===== src/hw/rtl/dllc_pkg.sv =====
// ----------------------------------------------------------------------------
// dllc_pkg
// Command codes and state encoding for the linked list with cursor.
// ----------------------------------------------------------------------------
`default_nettype none
package dllc_pkg;
    typedef enum logic [3:0] {
        CMD_NOP        = 4'd0,
        CMD_INS_HEAD   = 4'd1,
        CMD_INS_TAIL   = 4'd2,
        CMD_POP_HEAD   = 4'd3,
        CMD_POP_TAIL   = 4'd4,
        CMD_CUR_HEAD   = 4'd5,
        CMD_CUR_TAIL   = 4'd6,
        CMD_FWD        = 4'd7,
        CMD_BACK       = 4'd8,
        CMD_INS_AFTER  = 4'd9,
        CMD_INS_BEFORE = 4'd10,
        CMD_DELETE     = 4'd11
    } cmd_t;

    typedef enum logic [4:0] {
        ST_IDLE  = 5'b00001,
        ST_READ  = 5'b00010,
        ST_EXEC  = 5'b00100,
        ST_FIX   = 5'b01000,
        ST_OUT   = 5'b10000
    } state_t;
endpackage
`default_nettype wire


===== src/hw/rtl/doubly_linked_list_with_cursor.sv =====
// ----------------------------------------------------------------------------
// doubly_linked_list_with_cursor
// Bounded doubly linked list in a node pool, with a free stack and a cursor.
// ----------------------------------------------------------------------------
// Each command is accepted in ST_IDLE, then issues reads of the cursor's node
// and the free stack top in ST_READ, updates links and registers in ST_EXEC,
// reads the snapshot payloads from the node memory in ST_FIX and registers the
// result in ST_OUT. The input stays blocked while a result waits, so the next
// command is accepted the cycle after the result transfer.
// Links and payloads live in synchronous memories with registered reads;
// head, tail and cursor payloads are kept in registers so the snapshot needs
// no extra memory port. The free stack resets to all indices through a
// high-water mark of the depths written by pops, so no clearing pass is needed.
`default_nettype none
module doubly_linked_list_with_cursor #(
    parameter int CAPACITY    = 64,
    parameter int VALUE_WIDTH = 32
) (
    input  wire logic         aclk,
    input  wire logic         aresetn,
    input  wire logic         s_tvalid,
    output logic              s_tready,
    input  wire logic [39:0]  s_tdata,  // command[3:0], value[35:4], zero pad
    output logic              m_tvalid,
    input  wire logic         m_tready,
    output logic [143:0]      m_tdata   // done_ok, removed, head, tail, cursor,
                                        // item_count[7], cursor_valid,
                                        // at_first, at_last, zero pad
);
    import dllc_pkg::*;

    localparam int IW = $clog2(CAPACITY) + 1;  // index with nil marker
    localparam int AW = $clog2(CAPACITY);
    localparam logic [IW-1:0] NIL = IW'(CAPACITY);

    // node memories
    logic [VALUE_WIDTH-1:0] pay_mem [CAPACITY];
    logic [IW-1:0]          nxt_mem [CAPACITY];
    logic [IW-1:0]          prv_mem [CAPACITY];
    logic [AW-1:0]          fre_mem [CAPACITY];

    state_t state_reg;
    cmd_t   cmd_reg;
    logic [VALUE_WIDTH-1:0] val_reg;
    logic [IW-1:0] head_reg, tail_reg, cur_reg, cnt_reg;
    logic [VALUE_WIDTH-1:0] headv_reg, tailv_reg, curv_reg;
    logic [IW-1:0] fill_reg;   // free-stack depths below this have been written
    logic [IW-1:0] cn_reg, cp_reg;  // cursor next / prev
    logic [AW-1:0] fr_reg;
    logic ok_reg;
    logic [VALUE_WIDTH-1:0] rem_reg;
    // pending second-phase fixups
    logic fx_pay_reg;
    logic [IW-1:0] fx_idx_reg;
    logic [1:0] fx_sel_reg;   // bit0: refresh head, bit1 tail
    logic fx_cur_reg;

    function automatic logic isn(input logic [IW-1:0] i);
        return i < NIL;
    endfunction

    logic [AW-1:0] stk_top;
    assign stk_top = AW'(IW'(CAPACITY - 1) - cnt_reg);

    // read ports: issued in ST_READ
    logic [AW-1:0] rd_a;
    assign rd_a = cur_reg[AW-1:0];
    logic [AW-1:0] p_addr;
    logic [VALUE_WIDTH-1:0] pay_rd_reg;

    // link writes, up to four per command; all done in ST_EXEC
    logic [IW-1:0] hn_reg, tp_reg;

    always_ff @(posedge aclk) begin
        if (state_reg == ST_READ) begin
            cn_reg <= nxt_mem[rd_a];
            cp_reg <= prv_mem[rd_a];
            hn_reg <= nxt_mem[head_reg[AW-1:0]];
            tp_reg <= prv_mem[tail_reg[AW-1:0]];
            fr_reg <= fre_mem[stk_top];
        end
        pay_rd_reg <= pay_mem[p_addr];
    end

    // an unwritten free-stack slot is not read; its index is taken to equal its depth
    logic [IW-1:0] free_idx;
    assign free_idx = (fill_reg > cnt_reg) ? IW'(fr_reg) : cnt_reg;

    always_ff @(posedge aclk) begin
        if (!aresetn) begin
            state_reg <= ST_IDLE;
            head_reg  <= NIL;
            tail_reg  <= NIL;
            cur_reg   <= NIL;
            cnt_reg   <= '0;
            fill_reg  <= '0;
            m_tvalid  <= 1'b0;
            fx_pay_reg <= 1'b0;
        end else begin
            unique case (state_reg)
                ST_IDLE: begin
                    if (s_tvalid && s_tready) begin
                        cmd_reg   <= cmd_t'(s_tdata[3:0]);
                        val_reg   <= VALUE_WIDTH'(s_tdata[35:4]);
                        state_reg <= ST_READ;
                    end
                end
                ST_READ: begin
                    ok_reg     <= 1'b0;
                    rem_reg    <= '0;
                    fx_pay_reg <= 1'b0;
                    fx_sel_reg <= 2'b00;
                    fx_cur_reg <= 1'b0;
                    state_reg  <= ST_EXEC;
                end
                ST_EXEC: begin
                    state_reg <= ST_FIX;
                    unique case (cmd_reg)
                        CMD_INS_HEAD, CMD_INS_TAIL: begin
                            if (cnt_reg < NIL) begin
                                ok_reg <= 1'b1;
                                cnt_reg <= cnt_reg + 1'b1;
                                pay_mem[free_idx[AW-1:0]] <= val_reg;
                                if (!isn(head_reg)) begin
                                    head_reg <= free_idx; tail_reg <= free_idx;
                                    nxt_mem[free_idx[AW-1:0]] <= NIL;
                                    prv_mem[free_idx[AW-1:0]] <= NIL;
                                    headv_reg <= val_reg; tailv_reg <= val_reg;
                                end else if (cmd_reg == CMD_INS_HEAD) begin
                                    nxt_mem[free_idx[AW-1:0]] <= head_reg;
                                    prv_mem[free_idx[AW-1:0]] <= NIL;
                                    prv_mem[head_reg[AW-1:0]] <= free_idx;
                                    head_reg <= free_idx; headv_reg <= val_reg;
                                end else begin
                                    prv_mem[free_idx[AW-1:0]] <= tail_reg;
                                    nxt_mem[free_idx[AW-1:0]] <= NIL;
                                    nxt_mem[tail_reg[AW-1:0]] <= free_idx;
                                    tail_reg <= free_idx; tailv_reg <= val_reg;
                                end
                            end
                        end
                        CMD_POP_HEAD, CMD_POP_TAIL: begin
                            if (cnt_reg != 0) begin
                                ok_reg <= 1'b1;
                                cnt_reg <= cnt_reg - 1'b1;
                                if (cmd_reg == CMD_POP_HEAD) begin
                                    rem_reg <= headv_reg;
                                    fre_mem[AW'(IW'(CAPACITY) - cnt_reg)] <= head_reg[AW-1:0];
                                    if (cur_reg == head_reg) cur_reg <= NIL;
                                    head_reg <= hn_reg;
                                    if (isn(hn_reg)) begin
                                        prv_mem[hn_reg[AW-1:0]] <= NIL;
                                        fx_idx_reg <= hn_reg; fx_sel_reg <= 2'b01;
                                        fx_pay_reg <= 1'b1;
                                    end else tail_reg <= NIL;
                                end else begin
                                    rem_reg <= tailv_reg;
                                    fre_mem[AW'(IW'(CAPACITY) - cnt_reg)] <= tail_reg[AW-1:0];
                                    if (cur_reg == tail_reg) cur_reg <= NIL;
                                    tail_reg <= tp_reg;
                                    if (isn(tp_reg)) begin
                                        nxt_mem[tp_reg[AW-1:0]] <= NIL;
                                        fx_idx_reg <= tp_reg; fx_sel_reg <= 2'b10;
                                        fx_pay_reg <= 1'b1;
                                    end else head_reg <= NIL;
                                end
                            end
                        end
                        CMD_CUR_HEAD, CMD_CUR_TAIL: begin
                            if (cnt_reg != 0) begin
                                ok_reg <= 1'b1;
                                cur_reg <= (cmd_reg == CMD_CUR_HEAD) ? head_reg : tail_reg;
                                curv_reg <= (cmd_reg == CMD_CUR_HEAD) ? headv_reg
                                                                      : tailv_reg;
                            end
                        end
                        CMD_FWD, CMD_BACK: begin
                            if (isn(cur_reg)) begin
                                if (cmd_reg == CMD_FWD && isn(cn_reg)) begin
                                    ok_reg <= 1'b1; cur_reg <= cn_reg;
                                    fx_idx_reg <= cn_reg; fx_cur_reg <= 1'b1;
                                    fx_pay_reg <= 1'b1;
                                end else if (cmd_reg == CMD_BACK && isn(cp_reg)) begin
                                    ok_reg <= 1'b1; cur_reg <= cp_reg;
                                    fx_idx_reg <= cp_reg; fx_cur_reg <= 1'b1;
                                    fx_pay_reg <= 1'b1;
                                end
                            end
                        end
                        CMD_INS_AFTER, CMD_INS_BEFORE: begin
                            if ((cnt_reg == 0 || isn(cur_reg)) && cnt_reg < NIL) begin
                                ok_reg <= 1'b1;
                                cnt_reg <= cnt_reg + 1'b1;
                                pay_mem[free_idx[AW-1:0]] <= val_reg;
                                if (cnt_reg == 0) begin
                                    head_reg <= free_idx; tail_reg <= free_idx;
                                    cur_reg <= free_idx;
                                    nxt_mem[free_idx[AW-1:0]] <= NIL;
                                    prv_mem[free_idx[AW-1:0]] <= NIL;
                                    headv_reg <= val_reg; tailv_reg <= val_reg;
                                    curv_reg <= val_reg;
                                end else if (cmd_reg == CMD_INS_AFTER) begin
                                    nxt_mem[free_idx[AW-1:0]] <= cn_reg;
                                    prv_mem[free_idx[AW-1:0]] <= cur_reg;
                                    nxt_mem[rd_a] <= free_idx;
                                    if (isn(cn_reg)) prv_mem[cn_reg[AW-1:0]] <= free_idx;
                                    else begin
                                        tail_reg <= free_idx; tailv_reg <= val_reg;
                                    end
                                end else begin
                                    prv_mem[free_idx[AW-1:0]] <= cp_reg;
                                    nxt_mem[free_idx[AW-1:0]] <= cur_reg;
                                    prv_mem[rd_a] <= free_idx;
                                    if (isn(cp_reg)) nxt_mem[cp_reg[AW-1:0]] <= free_idx;
                                    else begin
                                        head_reg <= free_idx; headv_reg <= val_reg;
                                    end
                                end
                            end
                        end
                        CMD_DELETE: begin
                            if (cnt_reg != 0 && isn(cur_reg)) begin
                                ok_reg <= 1'b1;
                                cnt_reg <= cnt_reg - 1'b1;
                                rem_reg <= curv_reg;
                                fre_mem[AW'(IW'(CAPACITY) - cnt_reg)] <= rd_a;
                                if (isn(cp_reg)) nxt_mem[cp_reg[AW-1:0]] <= cn_reg;
                                else head_reg <= cn_reg;
                                if (isn(cn_reg)) prv_mem[cn_reg[AW-1:0]] <= cp_reg;
                                else tail_reg <= cp_reg;
                                cur_reg <= isn(cn_reg) ? cn_reg : cp_reg;
                                if (isn(cn_reg) || isn(cp_reg)) begin
                                    fx_idx_reg <= isn(cn_reg) ? cn_reg : cp_reg;
                                    fx_cur_reg <= 1'b1;
                                    fx_sel_reg <= {!isn(cn_reg), !isn(cp_reg)};
                                    fx_pay_reg <= 1'b1;
                                end
                            end
                        end
                        default: ;
                    endcase
                    // a pop at count n writes free-stack depth n-1
                    if ((cmd_reg == CMD_POP_HEAD || cmd_reg == CMD_POP_TAIL ||
                         cmd_reg == CMD_DELETE) && cnt_reg > fill_reg)
                        fill_reg <= cnt_reg;
                end
                ST_FIX: state_reg <= ST_OUT;  // payload read in flight
                ST_OUT: begin
                    if (fx_pay_reg) begin
                        if (fx_sel_reg[0]) headv_reg <= pay_rd_reg;
                        if (fx_sel_reg[1]) tailv_reg <= pay_rd_reg;
                        if (fx_cur_reg) curv_reg <= pay_rd_reg;
                        fx_pay_reg <= 1'b0;
                    end
                    if (!m_tvalid) begin
                        m_tvalid <= 1'b1;
                        state_reg <= ST_IDLE;
                    end
                end
                default: state_reg <= ST_IDLE;
            endcase
            if (m_tvalid && m_tready) m_tvalid <= 1'b0;
        end
    end

    assign p_addr = fx_idx_reg[AW-1:0];

    // snapshot outputs are sampled from registers once m_tvalid is raised
    logic empty;
    assign empty = (cnt_reg == 0);
    logic [VALUE_WIDTH-1:0] hv, tv, cv;
    assign hv = empty ? '0 : headv_reg;
    assign tv = empty ? '0 : tailv_reg;
    assign cv = isn(cur_reg) ? curv_reg : '0;

    assign s_tready = (state_reg == ST_IDLE) && !m_tvalid;
    assign m_tdata = {5'd0, (empty || cur_reg == tail_reg), (empty || cur_reg == head_reg),
                      isn(cur_reg), 7'(cnt_reg), 32'(cv), 32'(tv), 32'(hv),
                      32'(rem_reg), ok_reg};
endmodule
`default_nettype wire


===== config.mk =====
export PLATFORM = sky130hd
export DESIGN_NAME = doubly_linked_list_with_cursor
export DESIGN_NICKNAME = d
export VERILOG_FILES = /design/src/hw/rtl/dllc_pkg.sv /design/src/hw/rtl/doubly_linked_list_with_cursor.sv
export SDC_FILE = /design/constraint.sdc
export NUM_CORES = 2
export LEC_CHECK = 0
export BUFFER_PORTS_ARGS = -buffer_cell sky130_fd_sc_hd__buf_2
export CORE_ASPECT_RATIO = 0.6
export CORE_MARGIN = 5
export CORE_UTILIZATION = 35
export DETAILED_ROUTE_END_ITERATION = 16
export SETUP_SLACK_MARGIN = 0.15
export SYNTH_ARGS = -nofsm -noshare
export SYNTH_HDL_FRONTEND = slang
export SYNTH_SLANG_ARGS = --single-unit

===== constraint.sdc =====
create_clock -name aclk -period 5.7 [get_ports aclk]
set_input_delay 0.57 -clock aclk [delete_from_list [all_inputs] [get_ports aclk]]
set_output_delay 0.57 -clock aclk [all_outputs]
set_load 0.01 [all_outputs]

Word level (Yosys, flattened, before mapping) --
Memories as Yosys holds them, arrays and structs flattened. A register that Yosys moved wholly into a read port is not among the register bits. Cells that the tools add are included.
Word-level totals: memory bits (writable) 3328, memories kept 4, flip-flop bits (word level) 216, bits in latches 0, bits in read-only memories 0, input bits 44
Operators by class: add/sub/neg operators 4, equal/unequal tests 71, shifts and indexed selects 0, muxes and demuxes 261, multipliers 0, magnitude comparators 9, reduce and logical (&&, ||, !) cells 55, bitwise operators 16, divide/modulo/power cells 0
Memories:
- pay_mem | depth 64, bits a word 32, read ports 1, clocked after memory_dff 1, write ports 1, RTL line doubly_linked_list_with_cursor.sv:37 | logic [VALUE_WIDTH-1:0] pay_mem [CAPACITY];
- nxt_mem | depth 64, bits a word 7, read ports 2, clocked after memory_dff 2, write ports 2, RTL line doubly_linked_list_with_cursor.sv:38 | logic [IW-1:0] nxt_mem [CAPACITY];
- prv_mem | depth 64, bits a word 7, read ports 2, clocked after memory_dff 2, write ports 2, RTL line doubly_linked_list_with_cursor.sv:39 | logic [IW-1:0] prv_mem [CAPACITY];
- fre_mem | depth 64, bits a word 6, read ports 1, clocked after memory_dff 1, write ports 1, RTL line doubly_linked_list_with_cursor.sv:40 | logic [AW-1:0] fre_mem [CAPACITY];
Operators by type and width (count):
- $mux W32 | 31
- $pmux W32 S2 | 8
- $mux W7 | 60
- $mux W1 | 126
- $mux W6 | 14
- $pmux W7 S4 | 3
- $ne A3 B3 Y1 const B | 22
- $lt A7 B7 Y1 const B | 7
- $reduce_or A7 Y1 | 6
- $ne A4 B4 Y1 const B | 9
- $pmux W7 S5 | 1
- $reduce_and A11 Y1 | 3
- $ne A2 B2 Y1 const B | 16
- $reduce_and A10 Y1 | 3
- $pmux W5 S5 | 1
- $pmux W6 S3 | 1
- $reduce_and A9 Y1 | 2
- $eq A4 B3 Y1 const B | 4
- $eq A4 B4 Y1 const B | 4
- $reduce_and A8 Y1 | 2
- $or A1 B1 Y1 | 15
- $eq A7 B7 Y1 | 2
- $gt A7 B7 Y1 | 2
- $reduce_or A2 Y1 | 7
- other kinds (37) | 67

Longest topological paths before layout --
depth in word-level cells 14, gate-level depth with buffers 16, gate-level depth less buffers 10

Least setup slack after synthesis --
Ideal clock, no wire load.
path type register -> register, from register cnt_reg[0], to memory fre_mem[0][1] (netlist name), data pin, data required time 5.152 ns, period minus slack after synthesis 5.497 ns, data arrival time 4.948 ns, path slack 0.203 ns, setup time 0.548 ns, cell stages (with the launch flop) 14, path through dfxtp_1 -> clkbuf_1 -> buf_2 -> clkbuf_1 -> inv_1 -> ha_1 -> or4b_4 -> nor2_4 -> buf_4 -> buf_6 -> buf_4 -> nor3_1 -> mux2i_1 -> a21oi_1
Between the ends: longest elaborated chain between the ends 8, elaborated cells on any way between the ends 14, classes of those cells mux: 12; reduce/logical: 2
Ends and longest elaborated chain:
- from (decl) | RTL line doubly_linked_list_with_cursor.sv:45 | logic [IW-1:0] head_reg, tail_reg, cur_reg, cnt_reg;
- from (signal assigned) | RTL line doubly_linked_list_with_cursor.sv:122 | cnt_reg <= cnt_reg + 1'b1;
- from (signal assigned) | RTL line doubly_linked_list_with_cursor.sv:145 | cnt_reg <= cnt_reg - 1'b1;
- from (signal assigned) | RTL line doubly_linked_list_with_cursor.sv:193 | cnt_reg <= cnt_reg + 1'b1;
- $reduce_bool A7 Y1 * | RTL line doubly_linked_list_with_cursor.sv:143, doubly_linked_list_with_cursor.sv:222
- $mux W1 or $logic_and A1 B1 Y1 (tied branches) | RTL line doubly_linked_list_with_cursor.sv:143, doubly_linked_list_with_cursor.sv:222
- $mux W1 (on tied branches) | RTL line doubly_linked_list_with_cursor.sv:118, doubly_linked_list_with_cursor.sv:222
- $mux W1 (on tied branches) | RTL line doubly_linked_list_with_cursor.sv:100, doubly_linked_list_with_cursor.sv:118
- $mux W1 (on tied branches) | RTL line doubly_linked_list_with_cursor.sv:90, doubly_linked_list_with_cursor.sv:100
- $mux W1 (on tied branches) | RTL line doubly_linked_list_with_cursor.sv:158, doubly_linked_list_with_cursor.sv:90
- $mux W6 (no line) or $mux W1 (tied branches)
- $mux W6 (no line) *
- to (decl) | RTL line doubly_linked_list_with_cursor.sv:40
Mark *: on every way between the ends. The rest lies on a longest branch, timed or not.

==> flow_summary.ini <==
[clocking]
cts_buffers = 346
root_buffer = clkbuf_16
htree_levels = 5
numClockSinks = 3610
clk_pin_slew_ns = 0.07
clk_path_buf_depth = 4
ctsResizeCount = 0
tritoncts = built
clkLatencyLatePin_ns = 1.01

[grt]
grt_max_degree = 107
overflow = 0
grt_antenna_before_repair = 62
grt_usage = 0.207
grt_pass1_vias = 87880
grt_pass1_wl_um = 700000

[place]
port_buffers = 180
place_congestion = 0.936
dp_hpwl_um = 314000

[hold_path]
hp-class = in -> reg
hold_depth = 2
hp-start = s_tdata[27]
hold_end = val_reg[23]$_DFFE_PP_

[timing]
tightest_slew_ns = 1.37
max_freq_ghz = 0.195
slew_headroom = 0.0758
rsz0062_at_grt = no
drv_slew = 0
finClkSkew_ns = 0.117
setup_tns_ns = 0
hold_viol = 0
final-setup-viol-count = 0
hold_ws_ns = 0.271
period_share = 0.900
min_period_ns = 5.13

[setup_path]
rr_worst_depth = 9
crit_arrival_ns = 5.73
cp-end-kind = flop
rr_endpoint = nxt_mem[42][6]$_DFFE_PP_
crit_fanout = 12
start_kind = flop
crit_required_ns = 6.31
r2r_slack_ns = 0.57
reg2reg_from = cnt_reg[0]$_SDFFE_PN0P_
setup.worst_path.class = reg -> reg

[synth]
ys_seq_area_frac = 0.671
synth_area_leader_cell = edfxtp_1
ys.flop_type = edfxtp_1
ys_async_sr_fraction = 0
yosys_warnings = 0
synth_edf_count = 3536
avgSynthCellArea_um2 = 19.6
synth_area_um2 = 161000
synthCells = 8191
synth_commonest_cells = edfxtp_1, mux4_2, mux2i_1
yosysUniqueCellTypes = 90
yosysTopAreaCellShare = 0.662
yosysMostFrequentCell = edfxtp_1
synthTopCellsByArea = edfxtp_1, mux4_2, mux2i_1, dfxtp_1, clkbuf_1
ys_seq_elements = 3610

[drt]
drtIter0Drc = 13279
dr.pass1.iters = 6
drc = 0
num_vias = 89364
wirelength_um = 503000
wl_per_cell_um = 33.6
ant_nets = 0
viasPerCell = 5.96

[floorplanning]
die_w_um = 884
io_pins = 190
core_area_um2 = 456000
die_h_um = 535
initial_core_util = 0.352
num_rows = 192
die-area_um2 = 473000

[pwr]
peakVddDrop_mv = 0.419
p_leak_nw = 59.1
p_per_area_nw_per_um2 = 291

[cells_and_area]
finish.utilization = 0.403
nets = 8615
area_growth_pct = 14.5
drive_gt1_frac = 0.321
largest_reg_flops = 2048

[job]
drv_cap = 0

[outcome]
status = complete, no violations
==> placed cells by master (no fill, tap or decap), drive strengths merged, types with 39 or more instances in the layout <==
cell	count
a21oi	137
and2	75
buf	625
bufinv	40
clkbuf	424
clkinv	149
dfxtp	74
dlygate4sd3	39
edfxtp	3536
inv	39
mux2i	966
mux4	1375
nand2	234
nand3	117
nor2	306
nor2b	51
o21ai	212
o22ai	72
==> per-stage QoR <==
step | setup WS, ns | std cells | power (mW) | cell area [um2]
after floorplan | 0.203 | 8195 | 29.8 | 161000
after global placement | 0.944 | 14281 | 30.0 | 172000
after detailed placement | 0.886 | 14281 | 30.0 | 172000
final | 0.572 | 14982 | 53.4 | 184000
after global routing | 0.348 | 14969 | 55.0 | 184000
after CTS | 0.770 | 14957 | 53.8 | 184000
==> area by class of cell <==
cell class              instances  area [um2]
well taps                    6111        7650
diodes                         25        62.6
multi-input cells            3906       51000
flip-flops and latches       3610      108000
fillers                     40161      273000
clock inverters               213        2540
inverters                      29         109
clock buffers                 424        9110
repair buffers                664        5630
==> layer usage <==
metal | GRT usage | wire length [um] | up-vias | share of wire
li1 | - | - | 35056 | -
met1 | 0.307 | 211000 | 48053 | 0.42
met2 | 0.293 | 214000 | 5606 | 0.42
met3 | 0.0706 | 66300 | 629 | 0.13
met4 | 0.0472 | 12100 | 20 | 0.024
met5 | 0.00150 | 227 | - | 0.00045
==> kinds of logic (layout without fill, tap and decap cells) <==
logic type	Yosys count	in the layout	share of synthesized area
other cells	1	30	0.0000234
compound gates	588	588	0.0229
mux	2352	2352	0.254
simple gates	925	925	0.0327
buf+inv	679	1330	0.0173
flops	3610	3610	0.671
xor+xnor	22	22	0.00120
fa+ha+maj	14	14	0.00114
==> critical path, stage by stage (launching register included) <==
cell	delay, ns
dfxtp_4	0.35
inv_1	0.23
ha_1	0.22
or4b_4	0.56
nor2_4	0.32
or4_1	0.52
o21ai_0	0.24
o21ai_0	0.43
nand3_1	0.62
o21ai_0	1.22
==> where the power goes <==
part	switching [mW]	internal, mW	leakage, nW	total, mW
sequential	0.0340	28.9	32.6	29.0
clock	10.6	13.3	5.65	24.0
combinational	0.407	0.102	20.8	0.509
total	11.1	42.4	59.1	53.4
==> worst max path at each step <==
stage	endpoint	start	slack (ns)	cells past startpoint
6_report	nxt_mem[42][6]$_DFFE_PP_	cnt_reg[0]$_SDFFE_PN0P_	0.57	9
5_1_grt	prv_mem[60][5]$_DFFE_PP_	cnt_reg[0]$_SDFFE_PN0P_	0.35	10
4_1_cts	prv_mem[60][5]$_DFFE_PP_	cnt_reg[0]$_SDFFE_PN0P_	0.77	10
3_5_place_dp	prv_mem[29][3]$_DFFE_PP_	cnt_reg[0]$_SDFFE_PN0P_	0.89	9
3_3_place_gp	nxt_mem[58][0]$_DFFE_PP_	cnt_reg[0]$_SDFFE_PN0P_	0.94	9
2_1_floorplan	fre_mem[0][1]$_DFFE_PP_	cnt_reg[0]$_SDFFE_PN0P_	0.20	13
==> what timing repair did <==
item	CTS	global route
setup buffers	0	0
hold endpoints to repair	40	0
endpoints found under the setup margin	0	0
hold buffers	39	0
Note: power is estimated with default switching activity, not from simulation.
